**config.mk**
```make
export PLATFORM = sky130hd
export DESIGN_NAME = permutation_unrank_top
export DESIGN_NICKNAME = d
export VERILOG_FILES = /design/src/punrank_pkg.sv /design/src/punrank_div.sv /design/src/permutation_unrank_top.sv
export SDC_FILE = /design/constraint.sdc
export NUM_CORES = 1
export LEC_CHECK = 0
export ABC_AREA = 1
export BUFFER_PORTS_ARGS = -buffer_cell sky130_fd_sc_hd__buf_2
export CAP_MARGIN = 20
export CORE_ASPECT_RATIO = 0.7
export CORE_MARGIN = 10
export CORE_UTILIZATION = 30
export DETAILED_ROUTE_END_ITERATION = 6
export PLACE_DENSITY = 0.5
export RECOVER_POWER = 50
export SYNTH_ARGS = -nofsm -noshare
export SYNTH_HDL_FRONTEND = slang
export SYNTH_SLANG_ARGS = --single-unit
export TNS_END_PERCENT = 10
```
**constraint.sdc**
```tcl
create_clock -name i_clk -period 5.8 [get_ports i_clk]
set_clock_uncertainty 0.1 [all_clocks]
set_input_delay 0.29 -clock i_clk [delete_from_list [all_inputs] [get_ports i_clk]]
set_output_delay 0.29 -clock i_clk [all_outputs]
set_load 0.1 [all_outputs]
```
**src/punrank_pkg.sv**
```systemverilog
`timescale 1ns / 1ps

package punrank_pkg;

    localparam int RANK_W          = 64;
    localparam int SYM_W           = 4;
    localparam int CFG_W           = 5;
    localparam int CFG_IDX_W       = 1;
    localparam int RESULT_CAP      = 16;
    localparam int MAX_SYMBOLS_DEF = 16;
    localparam int BITCNT_W        = $clog2(RANK_W);

    localparam logic [CFG_W-1:0] SYMBOL_COUNT_RST = 5'd4;
    localparam logic [CFG_W-1:0] ARR_LENGTH_RST   = 5'd0;

    typedef enum logic [CFG_IDX_W-1:0] {
        CFG_SYMBOL_COUNT       = 1'b0,
        CFG_ARRANGEMENT_LENGTH = 1'b1
    } t_cfg_idx;

    // divider control: load takes a fresh dividend, start runs one division
    typedef struct packed {
        logic load;
        logic start;
    } t_div_ctrl;

endpackage

```
**src/punrank_div.sv**
```systemverilog
`timescale 1ns / 1ps

module punrank_div (
    input  logic                             i_clk,
    input  logic                             i_rst_n,
    input  punrank_pkg::t_div_ctrl           i_ctrl,
    input  logic [punrank_pkg::RANK_W-1:0]   i_dividend,
    input  logic [punrank_pkg::CFG_W-1:0]    i_divisor,
    output logic                             o_done,
    output logic [punrank_pkg::SYM_W-1:0]    o_rem
);
    import punrank_pkg::*;

    localparam logic [BITCNT_W-1:0] CNT_LAST = BITCNT_W'(RANK_W - 1);

    logic                r_busy;
    logic                r_done;
    logic [BITCNT_W-1:0] r_cnt;
    logic [RANK_W-1:0]   r_quo;
    logic [SYM_W-1:0]    r_rem;
    logic [CFG_W-1:0]    r_div;

    logic [CFG_W-1:0]    w_trial;
    logic [CFG_W-1:0]    w_diff;
    logic                w_ge;

    // restoring division, one quotient bit per cycle; quotient replaces the dividend
    always_comb begin
        w_trial = {r_rem, r_quo[RANK_W-1]};
        w_ge    = (w_trial >= r_div);
        w_diff  = w_trial - r_div;
    end

    always_ff @(posedge i_clk) begin
        if (!i_rst_n) begin
            r_busy <= 1'b0;
            r_done <= 1'b0;
            r_cnt  <= '0;
        end else begin
            r_done <= 1'b0;
            if (i_ctrl.start) begin
                if (i_ctrl.load) begin
                    r_quo <= i_dividend;
                end
                r_busy <= 1'b1;
                r_cnt  <= '0;
                r_rem  <= '0;
                r_div  <= i_divisor;
            end else if (r_busy) begin
                r_rem <= w_ge ? w_diff[SYM_W-1:0] : w_trial[SYM_W-1:0];
                r_quo <= {r_quo[RANK_W-2:0], w_ge};
                r_cnt <= r_cnt + 1'b1;
                if (r_cnt == CNT_LAST) begin
                    r_busy <= 1'b0;
                    r_done <= 1'b1;
                end
            end
        end
    end

    assign o_done = r_done;
    assign o_rem  = r_rem;

endmodule

```
**src/permutation_unrank_top.sv**
```systemverilog
`timescale 1ns / 1ps

// Permutation unranking: a 64-bit rank on the input channel selects an
// arrangement of L symbols drawn from 0..n-1 (n = symbol_count capped at
// CAP, L = arrangement_length, or n when that register is zero).
// Configuration: write beats on the cfg channel, index 0 symbol_count,
// index 1 arrangement_length; always ready, write only while idle.
// Each input beat yields L output beats in pick order, last position first,
// with o_last set on the final one. A bad length (L > n, or n = 0) yields one
// beat with o_length_error and o_last set, position and symbol zero.
// Each pick runs the bit-serial division of the rank by the list size (one
// bit per cycle); the registered done flag then moves control to its emit
// step, which emits and shrinks the list. A bad length skips the division
// and goes straight to the emit step. One rank is worked on at a time:
// o_in_ready is high only once the previous rank's last pick has gone into
// the output register. A stalled receiver holds the output register and
// the block waits in its emit step until the beat is taken. Reset clears
// all control state and sets symbol_count to 4 and arrangement_length to
// 0; no output beat is pending.
module permutation_unrank_top #(
    parameter int MAX_SYMBOLS = punrank_pkg::MAX_SYMBOLS_DEF
) (
    input  logic                                i_clk,
    input  logic                                i_rst_n,
    input  logic                                i_cfg_valid,
    output logic                                o_cfg_ready,
    input  logic [punrank_pkg::CFG_IDX_W-1:0]   i_cfg_index,
    input  logic [punrank_pkg::CFG_W-1:0]       i_cfg_data,
    input  logic                                i_in_valid,
    output logic                                o_in_ready,
    input  logic [punrank_pkg::RANK_W-1:0]      i_rank,
    output logic                                o_out_valid,
    input  logic                                i_out_ready,
    output logic [punrank_pkg::SYM_W-1:0]       o_position,
    output logic [punrank_pkg::SYM_W-1:0]       o_symbol,
    output logic                                o_length_error,
    output logic                                o_last
);
    import punrank_pkg::*;

    localparam int CAP   = (MAX_SYMBOLS < RESULT_CAP) ? MAX_SYMBOLS : RESULT_CAP;
    localparam int IDX_W = $clog2(CAP);
    localparam logic [CFG_W-1:0] CAP_N = CFG_W'(CAP);

    typedef enum logic [1:0] {
        S_IDLE,
        S_DIV,
        S_EMIT
    } t_state;

    t_state           r_state;
    logic [CFG_W-1:0] r_symbol_count;
    logic [CFG_W-1:0] r_arr_length;
    logic [CFG_W-1:0] r_len;
    logic [CFG_W-1:0] r_size;
    logic [CFG_W-1:0] r_picks;
    logic             r_err;
    logic [SYM_W-1:0] r_list [CAP];

    logic             r_out_valid;
    logic [SYM_W-1:0] r_position;
    logic [SYM_W-1:0] r_symbol;
    logic             r_length_error;
    logic             r_last;

    logic [SYM_W-1:0] n_list [CAP];
    logic [CFG_W-1:0] w_n_eff;
    logic [CFG_W-1:0] w_len;
    logic             w_bad;
    logic             w_accept;
    logic             w_out_free;
    logic             w_emit;
    logic             w_final;
    logic [IDX_W-1:0] w_sel;
    logic [SYM_W-1:0] w_rem;
    logic             w_div_done;
    t_div_ctrl        w_div_ctrl;
    logic [CFG_W-1:0] w_divisor;

    always_comb begin
        w_n_eff    = (r_symbol_count > CAP_N) ? CAP_N : r_symbol_count;
        w_len      = (r_arr_length == '0) ? w_n_eff : r_arr_length;
        w_bad      = (w_n_eff == '0) || (w_len > w_n_eff);
        w_accept   = i_in_valid && (r_state == S_IDLE);
        w_out_free = !r_out_valid || i_out_ready;
        w_emit     = (r_state == S_EMIT) && w_out_free;
        w_final    = (r_picks + 1'b1 == r_len);
        w_sel      = w_rem[IDX_W-1:0];
    end

    // removing the picked entry closes the gap from above
    always_comb begin
        for (int i = 0; i < CAP; i++) begin
            n_list[i] = r_list[i];
        end
        for (int i = 0; i < CAP - 1; i++) begin
            if (IDX_W'(i) >= w_sel) begin
                n_list[i] = r_list[i + 1];
            end
        end
    end

    always_comb begin
        w_div_ctrl.load  = w_accept && !w_bad;
        w_div_ctrl.start = (w_accept && !w_bad) || (w_emit && !r_err && !w_final);
        w_divisor        = (r_state == S_IDLE) ? w_n_eff : r_size - 1'b1;
    end

    punrank_div u_div (
        .i_clk      (i_clk),
        .i_rst_n    (i_rst_n),
        .i_ctrl     (w_div_ctrl),
        .i_dividend (i_rank),
        .i_divisor  (w_divisor),
        .o_done     (w_div_done),
        .o_rem      (w_rem)
    );

    always_ff @(posedge i_clk) begin
        if (!i_rst_n) begin
            r_state        <= S_IDLE;
            r_symbol_count <= SYMBOL_COUNT_RST;
            r_arr_length   <= ARR_LENGTH_RST;
            r_out_valid    <= 1'b0;
            r_err          <= 1'b0;
            r_picks        <= '0;
        end else begin
            if (i_cfg_valid) begin
                if (i_cfg_index == CFG_SYMBOL_COUNT) begin
                    r_symbol_count <= i_cfg_data;
                end else if (i_cfg_index == CFG_ARRANGEMENT_LENGTH) begin
                    r_arr_length <= i_cfg_data;
                end
            end

            // a new beat taking the register's place keeps valid high
            if (r_out_valid && i_out_ready && !w_emit) begin
                r_out_valid <= 1'b0;
            end

            unique case (r_state)
                S_IDLE: begin
                    if (w_accept) begin
                        r_err   <= w_bad;
                        r_len   <= w_len;
                        r_size  <= w_n_eff;
                        r_picks <= '0;
                        for (int i = 0; i < CAP; i++) begin
                            r_list[i] <= SYM_W'(w_n_eff - 1'b1 - CFG_W'(i));
                        end
                        r_state <= w_bad ? S_EMIT : S_DIV;
                    end
                end
                S_DIV: begin
                    if (w_div_done) begin
                        r_state <= S_EMIT;
                    end
                end
                S_EMIT: begin
                    if (w_out_free) begin
                        r_out_valid <= 1'b1;
                        if (r_err) begin
                            r_position     <= '0;
                            r_symbol       <= '0;
                            r_length_error <= 1'b1;
                            r_last         <= 1'b1;
                            r_state        <= S_IDLE;
                        end else begin
                            r_position     <= SYM_W'(r_len - 1'b1 - r_picks);
                            r_symbol       <= r_list[w_sel];
                            r_length_error <= 1'b0;
                            r_last         <= w_final;
                            r_list         <= n_list;
                            r_size         <= r_size - 1'b1;
                            r_picks        <= r_picks + 1'b1;
                            r_state        <= w_final ? S_IDLE : S_DIV;
                        end
                    end
                end
                default: r_state <= S_IDLE;
            endcase
        end
    end

    assign o_cfg_ready    = 1'b1;
    assign o_in_ready     = (r_state == S_IDLE);
    assign o_out_valid    = r_out_valid;
    assign o_position     = r_position;
    assign o_symbol       = r_symbol;
    assign o_length_error = r_length_error;
    assign o_last         = r_last;

endmodule

```
### Yosys cells after proc, flatten, opt, wreduce, memory -nomap -nowiden

Cells that the tools add are included.

* eq/ne operators: 24
* $add $sub $neg: 22
* reduce and logical (&&, ||, !) cells: 49
* bitwise logic cells: 5
* magnitude comparators: 19
* muxes and demuxes: 53

Operators with widths (number)
* $mux 64: 6
* $pmux 64 s2: 1
* $reduce_and 6->1: 15
* $mux 4: 19
* $mux 5: 9
* $ne 2x1->1 const B: 18
* $sub 4x4->4 const B: 8
* $ge 4x4->1 const A: 7
* $pmux 5 s2: 2
* $bmux 4 s4: 1
* $ge 3x4->1 const A: 4
* $sub 4x3->4 const B: 4
* $reduce_and 3->1: 4
* $sub 4x1->4 const B: 3
* $logic_not 5->1: 2
* $mux 1: 10
* $reduce_and 2->1: 5
* $ge 1x4->1 const A: 2
* $ge 2x4->1 const A: 2
* $mux 2: 4
* $reduce_and 4->1: 2
* $sub 4x2->4 const B: 2
* $sub 4x4->4: 2
* $logic_and 1x1->1: 7
* other kinds (22): 33

* output and inout port bits: 13
* input bits: 75
* flip-flop bits (word level): 184
* word-level logic and storage cells: 206

### Depth between registers and ports, before layout

Gate-level depths: netlist (run 1).

* depth in word-level cells: 10
* mapped depth: 18
* depth with buffers taken out: 17

### Hierarchy

From an unflattened synthesis (run 1), not the netlist that was laid out.

* cell total of the unflattened synthesis: 1031
* area, all modules: 9258.9 um2

Modules (own cells, without submodules)
* permutation_unrank_top: instances 1, area each 5554.1 um2, cells an instance 643
* punrank_div: instances 1, area each 3704.8 um2, cells an instance 388

### Worst setup path after synthesis (run 1)

OpenSTA, ideal clock, no wires.

* path type: register -> register
* from: register r_out_valid, in the netlist o_out_valid
* to: register u_div.r_quo[0], enable pin
* stages on the path, launching flop included: 8
* slack: 0.868 ns
* clock period less this slack: 4.932 ns
* library setup time: 0.486 ns
* data arrival time: 4.346 ns
* path buffers: 1
* path through: dfxtp_1 -> nand2_1 -> nand2_2 -> nor2_4 -> nand2_4 -> buf_12 -> o21ai_0 -> nor2_1

* word-level cells in the longest chain between the ends: 8

RTL lines
* start: declaration: RTL line permutation_unrank_top.sv:60 `logic r_out_valid;`
* start signal: assignment: RTL line permutation_unrank_top.sv:124 `r_out_valid <= 1'b0;`
* start signal: assignment: RTL line permutation_unrank_top.sv:138 `r_out_valid <= 1'b0;`
* start signal: assignment: RTL line permutation_unrank_top.sv:161 `r_out_valid <= 1'b1;`
* $logic_not 1->1 (*): RTL line permutation_unrank_top.sv:85 `w_out_free = !r_out_valid || i_out_ready;`
* $logic_or 1x1->1 (*): RTL line permutation_unrank_top.sv:85
* $logic_and 1x1->1 (*): RTL line permutation_unrank_top.sv:86 `w_emit = (r_state == S_EMIT) && w_out_free;`
* $logic_and 1x1->1 (*) (2 in a row): RTL line permutation_unrank_top.sv:105 `w_div_ctrl.start = (w_accept && !w_bad) || (w_emit && !r_err && !w_final);`
* $logic_or 1x1->1 (*): RTL line permutation_unrank_top.sv:105
* $ne 2x1->1 (no line) / $reduce_bool 2->1 (equally long branches)
* $reduce_and 3->1 (no line) (*)
* end signal: assignment: RTL line punrank_div.sv:43 `r_quo <= i_dividend;`
* end signal: assignment: RTL line punrank_div.sv:51 `r_quo <= {r_quo[RANK_W-2:0], w_ge};`
* end: declaration: RTL line punrank_div.sv:19 `logic [RANK_W-1:0] r_quo;`

Every way passes the cells marked *; elsewhere a longest branch is shown, timed or not.
A chain may end at the register's enable or synchronous reset.

### Final worst setup path (run 1)

* from: register r_state[0]
* to: register r_list[45] (netlist bit), enable pin

* word-level cells in the longest chain between the ends: 4

RTL lines
* start: declaration: RTL line permutation_unrank_top.sv:51 `t_state r_state;`
* start signal: assignment: RTL line permutation_unrank_top.sv:151 `r_state <= w_bad ? S_EMIT : S_DIV;`
* start signal: assignment: RTL line permutation_unrank_top.sv:176 `r_state <= w_final ? S_IDLE : S_DIV;`
* $logic_not 2->1: RTL line permutation_unrank_top.sv:84, permutation_unrank_top.sv:141
* $logic_and 1x1->1: RTL line permutation_unrank_top.sv:84 `w_accept = i_in_valid && (r_state == S_IDLE);`
* $ne 2x1->1 (no line)
* $reduce_and 6->1 (no line) (*)
* end signal: indexed assignment: RTL line permutation_unrank_top.sv:149 `r_list[i] <= SYM_W'(w_n_eff - 1'b1 - CFG_W'(i));`
* end signal: assignment: RTL line permutation_unrank_top.sv:173 `r_list <= n_list;`
* end: declaration: RTL line permutation_unrank_top.sv:58 `logic [SYM_W-1:0] r_list [CAP];`

Marks and branches as above.

==> metrics.md, run 1 <==
| Metric | Value |
|---|---|
| Ys Warns | 0 |
| Unique cell type count in the Yosys netlist | 44 |
| Starting density of the core | 30.4% |
| Gr busiest metal | met1 |
| Sequential share of power | 40.8% |
| Final core occ | 35.3% |
| Total track usage | 12.5% |
| Top-area cell type share of the netlist area | 49.8% |
| CORE AREA | 31,100 um2 |
| Total gr overflow | 0 |
| Critical path arrival | 4.60 ns |
| Sink Count | 184 |
| Max Clock Freq | 216 MHz |
| Num rows | 54 |
| Synth top area cells | edfxtp_1 50%, nand2_1 10%, dfxtp_1 5.7% |
| H-tree levels | 4 |
| Die W | 232 um |
| Share of flip-flops with an asynchronous set or reset | 0% |
| Crit path buffers/inverters | 4 |
| Synthesized instance count | 1,006 |
| M2 GR Usage | 16.9% |
| CP Launch Type | flop |
| Inserted Diodes | 0 |
| Comb power frac | 37.2% |
| Vias in the first global route | 6,859 |
| I/O pin count | 88 |
| Met3 Resource Use GR | 3.56% |
| Pint | 3200 uW |
| Register area | 5260 um2 |
| Switching Power | 2160 uW |
| Sequential share of the synthesized area | 55.5% |
| Met1 Use GR | 18.8% |
| Vias/cell | 4.66 |
| Final Hold Viols | 0 |
| Max-slew violations | 143 |
| Maxcap violations | 3 |
| Failing checks | max-capacitance violations, max-slew violations |
| Leakage | 0.00462 uW |
| Crit. End Element | flop |
| Die Footprint | 39,200 um2 |
| DRT iter0 DRCs | 646 |
| Multi-input gate area | 3480 um2 |
| CTS Buf Count | 17 |
| Post-synth EDFFs | 157 |
| Flops & latches, synth | 184 |
| Gpl congestion | 0.843 |
| Place WS | 1.86 ns |
| Area Overhead vs Synth | 16.2% |
| Critical Path RT | 5.77 ns |
| Placed Area | 10,200 um2 |
| Synthesized area per cell | 9.42 um2 |
| Syn Nets | 1,107 |
| Fillers | 3,201 |
| Worst-skew pair later-pin latency | 0.45 ns |
| Fin crit period | 4.64 ns |
| Share of cells above drive strength 1 | 14.2% |
| Critical path's top delay family | buffers and inverters |
| VDD IR-drop max | 194 uV |
| Run status | finished with violations |
| Top FF cell, synth | edfxtp_1 |
| Slew @ Worst Pin | 2.22 ns |
| Final nets | 1,201 |
| Setup TNS Final | 0 ns |
| Port bufs | 86 |
| Synthesized cell area | 9470 um2 |
| Slowest stage delay, CP | 1.58 ns |
| DRC Markers | 0 |
| Ratio of final minimum period to clock period | 79.9% |
| TritonCTS clock tree | done |
| Endpoints failing setup | 0 |
| Die Span Y | 169 um |
| Leading area contributor after synthesis | edfxtp_1 |
| Root buffer cell | clkbuf_16 |
| Critical Path Slowest Stage Cell | clkbuf_1 |
| Net Sw Frac | 40.3% |
| Final WL | 24,500 um |
| First-pass GRT wire length | 38,600 um |
| Vias | 7,138 |
| Post-CTS Setup Repair Bufs | 0 |
| Setup Crit Path Kind | reg2reg |
| Headroom to the max-slew limit | -48.2% |
| Worst-path fanout max | 52 |
| First-pass DRT Iterations | 5 |
| Pin count of the biggest net entering global routing | 71 |
| Clk pwr share | 22.0% |
| Pwr Total | 5360 uW |
| CP Cell Sequence | inv_1 -> nand2_2 -> clkbuf_1 -> inv_2 -> clkbuf_1 -> nand2_1 -> nand2_1 -> a31oi_1 |
| Post-DP HPWL | 16,900 um |
| Clk slew on worst S/H paths | 0.08 ns |
| Min-Delay Path Class | in2reg |
| Setup WS post-layout | 1.16 ns |
| PwrDens | 487 nW/um2 |
| Remaining antenna violation count after routing | 0 |
| Routed wire per std cell | 16.0 um |
| Unrepaired setup endpoints after global routing | no |
| Clock Path Buffers | 2 |
| Initial antenna violation count | 0 |
| Final Cell Area | 11,000 um2 |
[cells by family (layout without fill, tap and decap cells)]
group,after synthesis,in the layout,synth area share [%]
AOI/OAI and AO/OA,179,179,10.5
xor gates and xnor gates,12,12,1.11
adders and majority gates,26,26,3.59
buffers and inverters,160,267,7.66
DFF,184,184,55.5
muxes,1,1,0.106
other,1,1,0.0396
and+or+nand+nor,443,443,21.5
[tightest hold or removal path, cell delays in order]
cell and delay [ns]:
buf_2 0.08, nand2_1 0.05, nand2_1 0.05
[through the flow]
stage               hold WS [ns]  cells
floorplan                  0.306   1006
global placement           0.381   1471
detailed placement         0.390   1471
CTS                     0.000159   1533
global route             0.00835   1533
finish                    0.0195   1533
[synthesized netlist by cell type, types with 15 or more instances]
library cell  instances
clkbuf_1             19
dfxtp_1              27
nand3_1              66
buf_2                15
ha_1                 24
nor2_1               60
nand3_2              31
inv_1               102
nand2_1             256
a21oi_1              52
o21ai_0              89
edfxtp_1            157
[timing repair]
action | 4_1_cts | 5_1_grt
resized for setup | 0 | 0
endpoints found under the hold margin | 31 | 0
hold buffers | 30 | 0
[per-layer routing]
layer | share of wire (%) | wire [um]
met5 | 0 | 0
met4 | 0.63 | 155
met3 | 6.1 | 1490
met2 | 41 | 10100
met1 | 52 | 12800
[cells in the final DEF, fill, tap and decap left out, types with 9 or more instances in the layout]
cell / netlist / routed
buf_2: 15 / 73
clkbuf_16: 0 / 17
nand3_2: 31 / 31
a21oi_1: 52 / 52
edfxtp_1: 157 / 157
nand2_1: 256 / 260
clkbuf_1: 19 / 17
dfxtp_1: 27 / 27
nand3_1: 66 / 66
inv_1: 102 / 105
inv_6: 0 / 9
o211ai_1: 9 / 9
dlygate4sd3_1: 0 / 30
o21ai_0: 89 / 89
ha_1: 24 / 24
nor2_1: 60 / 60
[sequential cells by signal, summed over array words and instances, names as in the netlist, 5 cells and up]
name / count
r_arr_length: 5
r_len: 5
r_list: 60
r_picks: 5
r_size: 5
r_symbol_count: 5
u_div.r_cnt: 6
u_div.r_div: 5
u_div.r_quo: 64
[power by group through the flow]
| stage | Clock, uW | Sequential (uW) | Combinational, uW |
|---|---|---|---|
| after floorplan | 0 | 2210 | 1500 |
| after global placement | 0 | 2210 | 2000 |
| after detailed placement | 0 | 2210 | 2000 |
| final | 1180 | 2190 | 1990 |
| after CTS | 1210 | 2190 | 2030 |
| after global routing | 1270 | 2220 | 2270 |
[worst paths after layout]
check             startpoint        endpoint  slack [ns]  cells past startpoint
setup / recovery  r_state[0]      r_list[45]        1.16                      8
hold / removal     i_rank[7]  u_div.r_quo[7]        0.02                      3
setup reg to reg  r_state[0]      r_list[45]        1.16                      8
hold reg to reg   r_picks[4]      r_picks[4]        0.40                      2
[cell type report]
cell class	instances	area share, %
clock buffer	17	3.86
clock inverter	15	1.39
inverter	112	3.82
multi-input combinational	662	31.6
sequential	184	47.7
tap	420	4.77
timing repair buffer	123	6.83
Power figures use the tool's default switching activity.
==> run 2, diff against run 1 <==
--- a/config.mk
+++ b/config.mk
@@ -12,7 +12,7 @@
 export CORE_MARGIN = 10
 export CORE_UTILIZATION = 30
 export DETAILED_ROUTE_END_ITERATION = 6
-export PLACE_DENSITY = 0.5
+export PLACE_DENSITY = 0.52
 export RECOVER_POWER = 50
 export SYNTH_ARGS = -nofsm -noshare
 export SYNTH_HDL_FRONTEND = slang
==> constraint.sdc (replaced) <==
create_clock -name i_clk -period 3.9 [get_ports i_clk]
set_clock_uncertainty 0.1 [all_clocks]
set_input_delay 0.195 -clock i_clk [delete_from_list [all_inputs] [get_ports i_clk]]
set_output_delay 0.195 -clock i_clk [all_outputs]
set_load 0.1 [all_outputs]
==> run 2 against run 1 <==
Effect of this change:
- the flow now finishes without violations
- worst setup slack lost 0.62 ns
- power grew 52%
- clock power grew 58%
- via count grew 2.5%
- critical path type unchanged
==> metrics.md, run 2 (synthesis gave the netlist of run 1 again) <==
| Metric | Value |
|---|---|
| Run status | finished clean |
| Top Registers | u_div.r_quo x64, r_list x60, u_div.r_cnt x6 |
| CTS Buf Count | 17 (unchanged) |
| CP Cell Sequence | clkinv_1 -> nand2_1 -> nor2_1 -> nor2_1 -> nand2_1 -> nor2_1 -> inv_1 -> o31ai_2 |
| PwrDens | 706 nW/um2 (+45%) |
| Critical Path RT | 3.88 ns (-1.89 ns) |
| Vias | 7,317 (+2.5%) |
| Sink Count | 184 (unchanged) |
| Place WS | 0.651 ns (-1.21 ns) |
| DRC Markers | 0 (unchanged) |
| Clk slew on worst S/H paths | 0.07 ns (about the same) |
| CORE AREA | 31,100 um2 (unchanged) |
| Endpoints failing setup | 0 (unchanged) |
| Path depth of the worst reg2reg path | 8 (unchanged) |
| Slowest stage delay, CP | 0.70 ns (-0.88 ns) |
| Leakage | 0.00484 uW (+4.8%) |
| Die Footprint | 39,200 um2 (unchanged) |
| Vias in the first global route | 7,263 (+5.9%) |
| Ratio of final minimum period to clock period | 85.9% (+6.0 points) |
| Setup TNS Final | 0 ns (unchanged) |
| Non-Filler Instances | 1,581 (+3.1%) |
| Initial antenna violation count | 1 (+1) |
| Total track usage | 13.0% (+0.48 points) |
| Share of cells above drive strength 1 | 13.5% (-0.66 points) |
| Die W | 232 um (unchanged) |
| Worst-skew pair later-pin latency | 0.44 ns (about the same) |
| Crit path buffers/inverters | 2 (-2) |
| Clock Path Buffers | 2 (unchanged) |
| Vias/cell | 4.63 (-0.60%) |
| Min-Delay Path Class | in2reg |
| Critical Path Slowest Stage Cell | nor2_1 |
| Port bufs | 86 (unchanged) |
| Most common cell after layout, fill and taps aside | nand2_1 |
| Critical path's top delay family | simple AND/OR/NAND/NOR gates |
| Max Clock Freq | 298 MHz (+38%) |
| Setup WS post-layout | 0.548 ns (-0.616 ns) |
| Hold depth | 3 (unchanged) |
| First-pass DRT Iterations | 5 (unchanged) |
| Unrepaired setup endpoints after global routing | no |
| Fin crit period | 3.35 ns (-1.28 ns) |
| Critical path arrival | 3.33 ns (-1.27 ns) |
| Pin count of the biggest net entering global routing | 65 (-8.5%) |
| I/O pin count | 88 (unchanged) |
| Final Hold Viols | 0 (unchanged) |
| Num rows | 54 (unchanged) |
| Remaining antenna violation count after routing | 0 (unchanged) |
| Worst path depth | 8 (unchanged) |
| Cell total after placement | 1,477 (+0.41%) |
| CP dominant cell by count | nor2_1 |
| Post-DP HPWL | 17,200 um (+2.1%) |
| Maxcap violations | 0 (-3) |
| Total gr overflow | 0 (unchanged) |
| Biggest register | u_div.r_quo |
| Routed wire per std cell | 15.9 um (-0.39%) |
| Gpl congestion | 0.843 (about the same) |
| Worst-path fanout max | 10 (-81%) |
| Final WL | 25,200 um (+2.7%) |
| Area Overhead vs Synth | 21.8% |
| VDD IR-drop max | 240 uV (+24%) |
| DRT iter0 DRCs | 659 (+2.0%) |
| Commonest non-fill, non-tap cells in the layout | 262 x nand2_1, 157 x edfxtp_1, 107 x inv_1 |
| CP Launch Type | flop |
| Slew @ Worst Pin | 1.21 ns (-1.01 ns) |
| Crit. End Element | flop |
| Final nets | 1,248 (+3.9%) |
| Final core occ | 37.0% (+1.7 points) |
| TritonCTS clock tree | done |
| Max-slew violations | 0 (-100%) |
| Largest register FFs | 64 (unchanged) |
| H-tree levels | 4 (unchanged) |
| Headroom to the max-slew limit | 19.7% (+68 points) |
| Die Span Y | 169 um (unchanged) |
| First-pass GRT wire length | 40,000 um (+3.7%) |
| Starting density of the core | 30.4% (unchanged) |
| CTS resizes | 0 (unchanged) |
| Worst reg2reg setup slack | 0.55 ns (-0.62 ns) |
| Setup Crit Path Kind | reg2reg |
| Root buffer cell | clkbuf_16 |
[run 2: path summary, 6_finish.rpt]
kind | from | end
max | r_state[1] | r_list[40]
min | i_cfg_valid | r_arr_length[4]
max reg2reg | r_state[1] | r_list[40]
min reg2reg | r_picks[4] | r_picks[4]
[run 2: layout make-up]
class	count	area [um2]
Clock inverter	14	195
Inverter	112	420
Multi-Input combinational cell	662	3480
Clock buffer	18	429
Antenna cell	1	2.50
Tap cell	420	526
Fill cell	3142	19600
Sequential cell	184	5260
Timing Repair Buffer	170	1240
[run 2: worst reg2reg max path: stages, from the launching register on]
cell      delay, ns
dfxtp_1        0.41
clkinv_1       0.09
nand2_1        0.24
nor2_1         0.07
nor2_1         0.19
nand2_1        0.16
nor2_1         0.70
inv_1          0.34
o31ai_2        0.68
[run 2: report_power, final]
part,total [uW],leakage [uW],switching [uW],internal [uW]
Combinational,3040,0.00286,2110,932
Clock,1860,0.000302,785,1080
Sequential,3250,0.00168,275,2980
[run 2: metal layers]
layer | vias to the layer above | wire length (um) | GRT usage, %
li1 | 3683 | - | -
met1 | 3410 | 12600 | 18.5
met2 | 196 | 10700 | 18.6
met3 | 28 | 1530 | 3.32
met4 | 0 | 376 | 4.22
met5 | - | 0 | 0
[run 2: stage by stage]
step | power, uW | cell area, um2 | hold WS, ns
floorplan | 5510 | 9480 | 0.225
finish | 8150 | 11500 | 0.0465
global route | 8750 | 11500 | 0.0538
global placement | 6290 | 10300 | 0.348
detailed placement | 6310 | 10300 | 0.351
CTS | 8250 | 11600 | 0.0257
[run 2: timing repair]
action	4_1_cts	5_1_grt
hold endpoints to repair	74	0
buffers inserted	0	0
hold buffers	71	0
